`config.mk`:
```
export PLATFORM = sky130hd
export DESIGN_NAME = tbc_ram
export DESIGN_NICKNAME = d
export VERILOG_FILES = /design/src/rtl/core/tbc_ram.sv
export SDC_FILE = /design/constraint.sdc
export NUM_CORES = 1
export LEC_CHECK = 0
export ABC_AREA = 1
export BUFFER_PORTS_ARGS = -buffer_cell sky130_fd_sc_hd__buf_2
export CAP_MARGIN = 20
export CORE_MARGIN = 2
export CORE_UTILIZATION = 45
export CTS_CLUSTER_DIAMETER = 30
export DETAILED_ROUTE_END_ITERATION = 8
export PLACE_DENSITY = 0.68
export REMOVE_ABC_BUFFERS = 1
export SLEW_MARGIN = 5
export SYNTH_ARGS = -nofsm -noshare
export SYNTH_HDL_FRONTEND = slang
export SYNTH_SLANG_ARGS = --single-unit
```
`constraint.sdc`:
```
create_clock -name aclk -period 1.3 [get_ports aclk]
set_input_delay 0.195 -clock aclk [delete_from_list [all_inputs] [get_ports aclk]]
set_output_delay 0.195 -clock aclk [all_outputs]
set_load 0.05 [all_outputs]
```
`src/rtl/core/tbc_ram.sv`:
```
// Generic single-port-write, single-read RAM with registered read.
module tbc_ram #(
    parameter int WIDTH = 8,
    parameter int DEPTH = 16
) (
    input  logic                     aclk,
    input  logic                     we,
    input  logic [$clog2(DEPTH)-1:0] waddr,
    input  logic [WIDTH-1:0]         wdata,
    input  logic [$clog2(DEPTH)-1:0] raddr,
    output logic [WIDTH-1:0]         rdata
);
    logic [WIDTH-1:0] mem [DEPTH];

    always_ff @(posedge aclk) begin
        if (we) begin
            mem[waddr] <= wdata;
        end
        rdata <= mem[raddr];
    end
endmodule

```
---- Word-level counts from Yosys, hierarchy flattened ----
Memory sizes are Yosys's and may differ from the RTL's. A register that Yosys moved wholly into a read port is not among the register bits.
Index checks and enable logic that the tools add are counted.
word-level totals
  register bits ........................... 0
  latch bits .............................. 0
  memory bits (writable) .................. 128
  bits in read-only memories .............. 0
  output and inout port bits .............. 8
  memories kept ........................... 1
memories
  name  words  bits a word  read ports  clocked after memory_dff  write ports  RTL line  RTL
  mem   16     8            1           1                         1            13        logic [WIDTH-1:0] mem [DEPTH];
operators by class
  add/subtract/negate cells ............... 0
  multipliers ............................. 0
  div/mod/pow operators ................... 0
  magnitude comparators ................... 0
  eq/ne operators ......................... 0
  shift-type cells ........................ 0
  mux-type cells .......................... 2
  bitwise logic cells ..................... 0
  reductions and logical operators ........ 0
operators with widths
  kind    number
  $mux 1  2

---- Logic depth before layout (Yosys ltp) ----
Gate-level depths: netlist of run 1.
  depth in word-level cells ............... 2
  mapped depth ............................ 8

---- Worst setup path before layout of run 1 ----
Ideal clock, no wire load.
  kind .................................... input to register
  from .................................... input waddr[2]
  to ...................................... memory mem[10][0] (enable)
  library setup time ...................... 0.370 ns
  arrival time ............................ 0.776 ns
  setup slack ............................. 0.154 ns
  stages .................................. 2
  path buffers ............................ 0
  cells stage by stage .................... nand3b_1 nor2_1
RTL lines
  element          RTL line  RTL
  start, declared  8         input logic [$clog2(DEPTH)-1:0] waddr,
  end, declared    13
Straight into the memory's write port.

---- Worst setup path in the final report of run 1 ----
  from .................................... register rdata[2] (read register of mem)
  to ...................................... output rdata[2]
RTL lines
  element          RTL line  RTL
  start, declared  11        output logic [WIDTH-1:0] rdata
No word-level cell between the ends.

==> results_dict.tcl, run 1 <==
set metrics [dict create \
    outcome "complete, no violations" \
    die_x_um 117 \
    setup_ws_ns 0.0405 \
    setup_violations 0 \
    grt_overflow 0 \
    syn-cell-area_mm2 0.00577 \
    fmax_mhz 794 \
    slowest_stage "dfxtp_1" \
    grt_use_met1 0.282 \
    dp_hpwl_um 7690 \
    dr_total_vias 3888 \
    rsz0062_at_grt "false" \
    die-area_mm2 0.0137 \
    cts.clk_slew.worst_paths_ns 0.06 \
    drt_wl_total_um 12500 \
    via_per_inst 4.96 \
    yosysUniqueCellTypes 12 \
    layout_commonest_cell "nand2_1" \
    power.leakage_nw 2.94 \
    clock_power_share 0.442 \
    areaGrowthSynthToFinish_pct 16.9 \
    whs_endpoint "rdata[6]" \
    hp-class "in -> reg" \
    fin_nets 617 \
    finClkSkew_ns 0.00748 \
    p_int_mw 7.74 \
    synthCells 551 \
    hold_violations 0 \
    ys.warnings.count 0 \
    path_buf_inv 1 \
    grt_use_total 0.200 \
    use_met3 0.0474 \
    first_global_vias 3766 \
    post_drt_wl_per_cell_um 16.0 \
    cp_top_family "flip-flops" \
    postCtsSetupRepairBufs 0 \
    postSynthAreaPerCell_um2 10.5 \
    hp-start "raddr[3]" \
    dpl_worst_slack_ns 0.0363 \
    fin_crit_ns 1.26 \
    fin_setup_tns_ns 0 \
    irDropWorstVdd_mv 0.938 \
    grt_util_met2 0.309 \
    whs_path_depth 3 \
    final_cells 784 \
    cts.path.max_buffers 2 \
    grt_pass1_wl_um 20000 \
    antenna_left 0 \
    critPathLaunchType "flop" \
    die_y_um 117 \
    arrival_ns 1.06 \
    clk_latency_ns 0.41 \
    post_cts_resize_count 0 \
    yosysSeqAreaShare 0.694 \
    comb_power_share 0.070 \
    dp.cells 752 \
    period_share 0.969 \
    sequentialPowerShare 0.489 \
    initial_core_util 0.459 \
    cts.sinks 136 \
    dr.pass1.iters 7 \
    drive_gt1_frac 0.141 \
    p_switching_mw 2.35 \
    numCtsBuffers 17 \
    htree_levels 4 \
    final_cell_mix "nand2_1, edfxtp_1, inv_1" \
    finalHoldWorstSlack_ns 0.170 \
    root_buffer "clkbuf_16" \
    rows 41 \
    slew_violations 0 \
    ys_ff_latch 136 \
    cts_hold_buf 0 \
    switching_share 0.233 \
    crit_required_ns 1.11 \
    cts_tree "built" \
    r2r-start "mem[1][1]" \
    maxSlewHeadroom 0.763 \
    grt_max_degree 58 \
    r2r_end "rdata[1]" \
    ioPinCount 26 \
    tightest_slew_ns 0.356 \
    max_stage_delay_ns 0.37 \
    drt_iter0_markers 331 \
    place.port_buffers 25 \
    reg2reg_slack_ns 0.31 \
    crit_type "reg -> out" \
    gp_congestion 0.931 \
    core_mm2 0.0126 \
    insertedDiodeCount 0 \
    drc 0 \
    power_density_mw_per_mm2 1500 \
    maxCapViolCount 0 \
    antenna_found_initial 0 \
    grt.busiest_layer "met2" \
    crit_path_max_fanout 1 \
    reg2reg_depth 6 \
    crit_path_end_kind "primary output" \
    n_fill_cell 1052 \
    crit_path_cell_trace "buf_2" \
]
==> cell type report <==
| type | count | area [um2] | share of cell area |
|---|---|---|---|
| Timing Repair Buffer | 53 | 373 | 0.0553 |
| Sequential cell | 136 | 4000 | 0.594 |
| Tap cell | 172 | 215 | 0.0319 |
| Multi-Input combinational cell | 289 | 1210 | 0.180 |
| Clock buffer | 18 | 429 | 0.0636 |
| Clock inverter | 14 | 126 | 0.0187 |
| Inverter | 102 | 383 | 0.0568 |
==> logic make-up after synthesis <==
family	after synthesis	share of synthesized area
DFF	136	0.694
buffers and inverters	126	0.0952
and+or+nand+nor	289	0.210
==> metrics by stage <==
stage	cell area, um2	utilization	total power [mW]
floorplan	5600	-	5.38
global placement	6190	0.492	5.71
detailed placement	6190	0.492	5.72
CTS	6740	0.537	10.1
global route	6740	0.537	10.4
finish	6740	0.537	10.1
==> worst max-delay path by stage <==
stage	startpoint	endpoint	slack, ns	cells past startpoint
final	rdata[2]	rdata[2]	0.04	1
after global placement	waddr[3]	mem[5][5]	0.03	4
after CTS	rdata[2]	rdata[2]	0.03	1
after detailed placement	raddr[0]	rdata[1]	0.04	8
after floorplan	raddr[0]	rdata[2]	0.12	6
after global routing	rdata[2]	rdata[2]	0.03	1
==> synth_stat cells <==
cell	count	area (um2)
nand2_1	173	649
edfxtp_1	128	3840
inv_1	100	375
nand3_1	97	485
nor2_1	17	63.8
buf_2	13	65.1
dfxtp_1	8	160
buf_6	6	67.6
buf_4	4	30.0
inv_2	2	7.51
nand3b_1	2	15.0
buf_1	1	3.75
==> sequential cells by signal, indices dropped and copies added (netlist names) <==
register	cells
rdata	8
mem	128
==> power by group through the flow <==
stage | Clock, mW | Sequential [mW] | Combinational, mW
floorplan | 0 | 5.12 | 0.265
detailed placement | 0 | 5.02 | 0.697
CTS | 4.51 | 4.93 | 0.704
global route | 4.73 | 4.94 | 0.776
global placement | 0 | 5.02 | 0.692
finish | 4.45 | 4.93 | 0.703
==> routing by layer <==
| layer | share of wire | vias to the layer above |
|---|---|---|
| met5 | 0 | - |
| met4 | 0.020 | 0 |
| met3 | 0.064 | 21 |
| met2 | 0.48 | 143 |
| met1 | 0.44 | 1853 |
| li1 | - | 1871 |
Note: power is estimated with default switching activity, not from simulation.
==> run 2, diff against run 1 <==
--- a/config.mk
+++ b/config.mk
@@ -5,14 +5,13 @@
 export SDC_FILE = /design/constraint.sdc
 export NUM_CORES = 1
 export LEC_CHECK = 0
-export ABC_AREA = 1
 export BUFFER_PORTS_ARGS = -buffer_cell sky130_fd_sc_hd__buf_2
 export CAP_MARGIN = 20
 export CORE_MARGIN = 2
 export CORE_UTILIZATION = 45
 export CTS_CLUSTER_DIAMETER = 30
 export DETAILED_ROUTE_END_ITERATION = 8
-export PLACE_DENSITY = 0.68
+export PLACE_DENSITY = 0.69
 export REMOVE_ABC_BUFFERS = 1
 export SLEW_MARGIN = 5
 export SYNTH_ARGS = -nofsm -noshare
==> run 2 against run 1 <==
The run now ends with negative setup slack left. First-iteration DRC count decreased by 44%. Synthesized cell count decreased by 58%. Wire length decreased by 19%. Hold slack improved by 0.0041 ns. Highest routed layer unchanged. Critical endpoint is now rdata[1]. Largest power group unchanged. Clock power increased by 8.1%. Combinational power decreased by 12%. Count of clock-buffer cells in the layout increased by 1. Flip-flop and latch count unchanged. Via count decreased by 35%. Cell count decreased by 43%. Clock skew about the same.
==> results_dict.tcl, run 2 <==
set metrics [dict create \
    outcome "finished with violations" \
    violations "negative setup slack" \
    ys_ff_latch 136 \
    synth_most_common_cell "edfxtp_1" \
    comb_power_share 0.060 \
    critPathLaunchType "flop" \
    slowest_stage "mux4_2" \
    place.port_buffers 25 \
    final_cell_mix "edfxtp_1, mux4_2, buf_4" \
    fmax_mhz 761 \
    setup_violations 2 \
    largest_register_ffs 128 \
    max_stage_delay_ns 0.48 \
    gp_congestion 0.733 \
    postCtsSetupRepairBufs 0 \
    grt_overflow 0 \
    synthCells 229 \
    power.leakage_nw 2.12 \
    syn-cell-area_mm2 0.00515 \
    design_area_mm2 0.00626 \
    antenna_left 0 \
    hold_violations 0 \
    power_density_mw_per_mm2 1660 \
    grt_pass1_wl_um 15300 \
    p_int_mw 8.18 \
    ys.warnings.count 0 \
    ys_dominant_reg_cell "edfxtp_1" \
    place_area_mm2 0.00565 \
    final_util 0.555 \
    dr_total_vias 2530 \
    via_per_inst 5.62 \
    dr.pass1.iters 4 \
    yosysSeqAreaShare 0.778 \
    p_switching_mw 2.18 \
    post_drt_wl_per_cell_um 22.5 \
    clock_power_share 0.464 \
    numCtsBuffers 17 \
    drt_iter0_markers 186 \
    crit_path_max_fanout 1 \
    synth_top_cell_by_area "edfxtp_1" \
    arrival_ns 1.60 \
    drc 0 \
    postSynthAreaPerCell_um2 22.5 \
    clk_latency_ns 0.41 \
    layout_commonest_cell "edfxtp_1" \
    hp-class "in -> reg" \
    cts.path.max_buffers 2 \
    tightest_slew_ns 0.860 \
    crit_path_end_kind "flop" \
    synthArstFlopShare 0 \
    drt_wl_total_um 10100 \
    power_mw 10.4 \
    die_y_um 111 \
    dpl_worst_slack_ns -0.390 \
    antenna_found_initial 0 \
    rows 39 \
    insertedDiodeCount 0 \
    cts_hold_buf 0 \
    initial_core_util 0.457 \
    slew_violations 0 \
    root_buffer "clkbuf_16" \
    setup_ws_ns -0.0147 \
    sequentialPowerShare 0.476 \
    rsz0062_at_grt "true" \
    drive_gt1_frac 0.404 \
    crit_path_cell_trace "mux4_2, a22oi_2, nand2_1" \
    areaGrowthSynthToFinish_pct 21.6 \
    crit_required_ns 1.58 \
    synth-edff-count 128 \
    htree_levels 4 \
    period_share 1.01 \
    n_fill_cell 845 \
    irDropWorstVdd_mv 1.30 \
    fin_nets 312 \
    cts.clk_slew.worst_paths_ns 0.06 \
    maxSlewHeadroom 0.425 \
    crit_type "reg -> reg" \
    regMostFlops "mem" \
    cts_tree "built" \
    ioPinCount 26 \
    grt_use_total 0.174 \
    core_mm2 0.0113 \
    maxCapViolCount 0 \
    fin_setup_tns_ns -0.0264 \
    cts.sinks 136 \
    die-area_mm2 0.0123 \
    die_x_um 111 \
    switching_share 0.211 \
    grt_max_degree 29 \
    yosysUniqueCellTypes 19 \
    synth_top_cells_by_count "edfxtp_1, mux4_2, a22oi_1, mux4_1, nor2_1" \
    fin_crit_ns 1.31 \
    synth_area_leaders "edfxtp_1, mux4_2, mux4_1" \
    first_global_vias 2567 \
    finClkSkew_ns 0.00734 \
    dp_hpwl_um 6430 \
    synth_top_area_share 0.747 \
    largest_registers "mem: 128 flops, rdata: 8 flops" \
]
-- run 2: power groups by stage --
stage | logic (mW) | registers, mW | clock network (mW)
finish | 0.621 | 4.93 | 4.81
global route | 0.662 | 4.94 | 5.08
CTS | 0.619 | 4.93 | 4.86
detailed placement | 0.598 | 5.02 | 0
global placement | 0.584 | 5.02 | 0
floorplan | 0.196 | 5.12 | 0
-- run 2: cell families after synthesis --
| group | Yosys count | share of synthesized area |
|---|---|---|
| muxes | 32 | 0.150 |
| AOI/OAI and AO/OA | 16 | 0.0233 |
| buffers and inverters | 10 | 0.0168 |
| and+or+nand+nor | 35 | 0.0318 |
| DFF | 136 | 0.778 |
-- run 2: worst paths after layout --
| path | startpoint | to | slack [ns] | cells past startpoint |
|---|---|---|---|---|
| setup / recovery | mem[2][1] | rdata[1] | -0.01 | 3 |
| hold reg to reg | mem[14][5] | rdata[5] | 0.66 | 3 |
| hold / removal | wdata[3] | mem[4][3] | 0.17 | 1 |
| setup reg to reg | mem[2][1] | rdata[1] | -0.01 | 3 |
-- run 2: layout make-up --
| cell class | count | area [um2] | area share |
|---|---|---|---|
| Clock buffer | 19 | 433 | 0.0692 |
| Timing Repair Buffer | 56 | 408 | 0.0652 |
| Clock inverter | 13 | 170 | 0.0272 |
| Tap cell | 143 | 179 | 0.0286 |
| Multi-Input combinational cell | 83 | 1060 | 0.170 |
| Sequential cell | 136 | 4000 | 0.640 |
-- run 2: stage by stage --
step                      hold slack, ns  std cells
after floorplan                    0.294        219
after global placement             0.585        418
after detailed placement           0.596        418
after CTS                          0.162        450
after global routing               0.166        450
final                              0.174        450
-- run 2: what timing repair did --
action | in CTS | in global routing
gates resized for setup | 12 | 7
gates cloned | 0 | 0
pin swaps | 1 | 6
setup endpoints to repair | 7 | 8
-- run 2: critical path, delay by kind of cell, from the launching register on --
family,cells,cell delay [ns]
muxes,1,0.48
DFF,1,0.36
AOI/OAI and AO/OA,1,0.23
and+or+nand+nor,1,0.12
-- run 2: routing by layer --
metal / part of all wire / wire, um / track usage
met1: 0.44 / 4480 / 0.246
met2: 0.48 / 4900 / 0.266
met3: 0.064 / 645 / 0.0503
met4: 0.010 / 104 / 0.0550
met5: 0 / 0 / 0
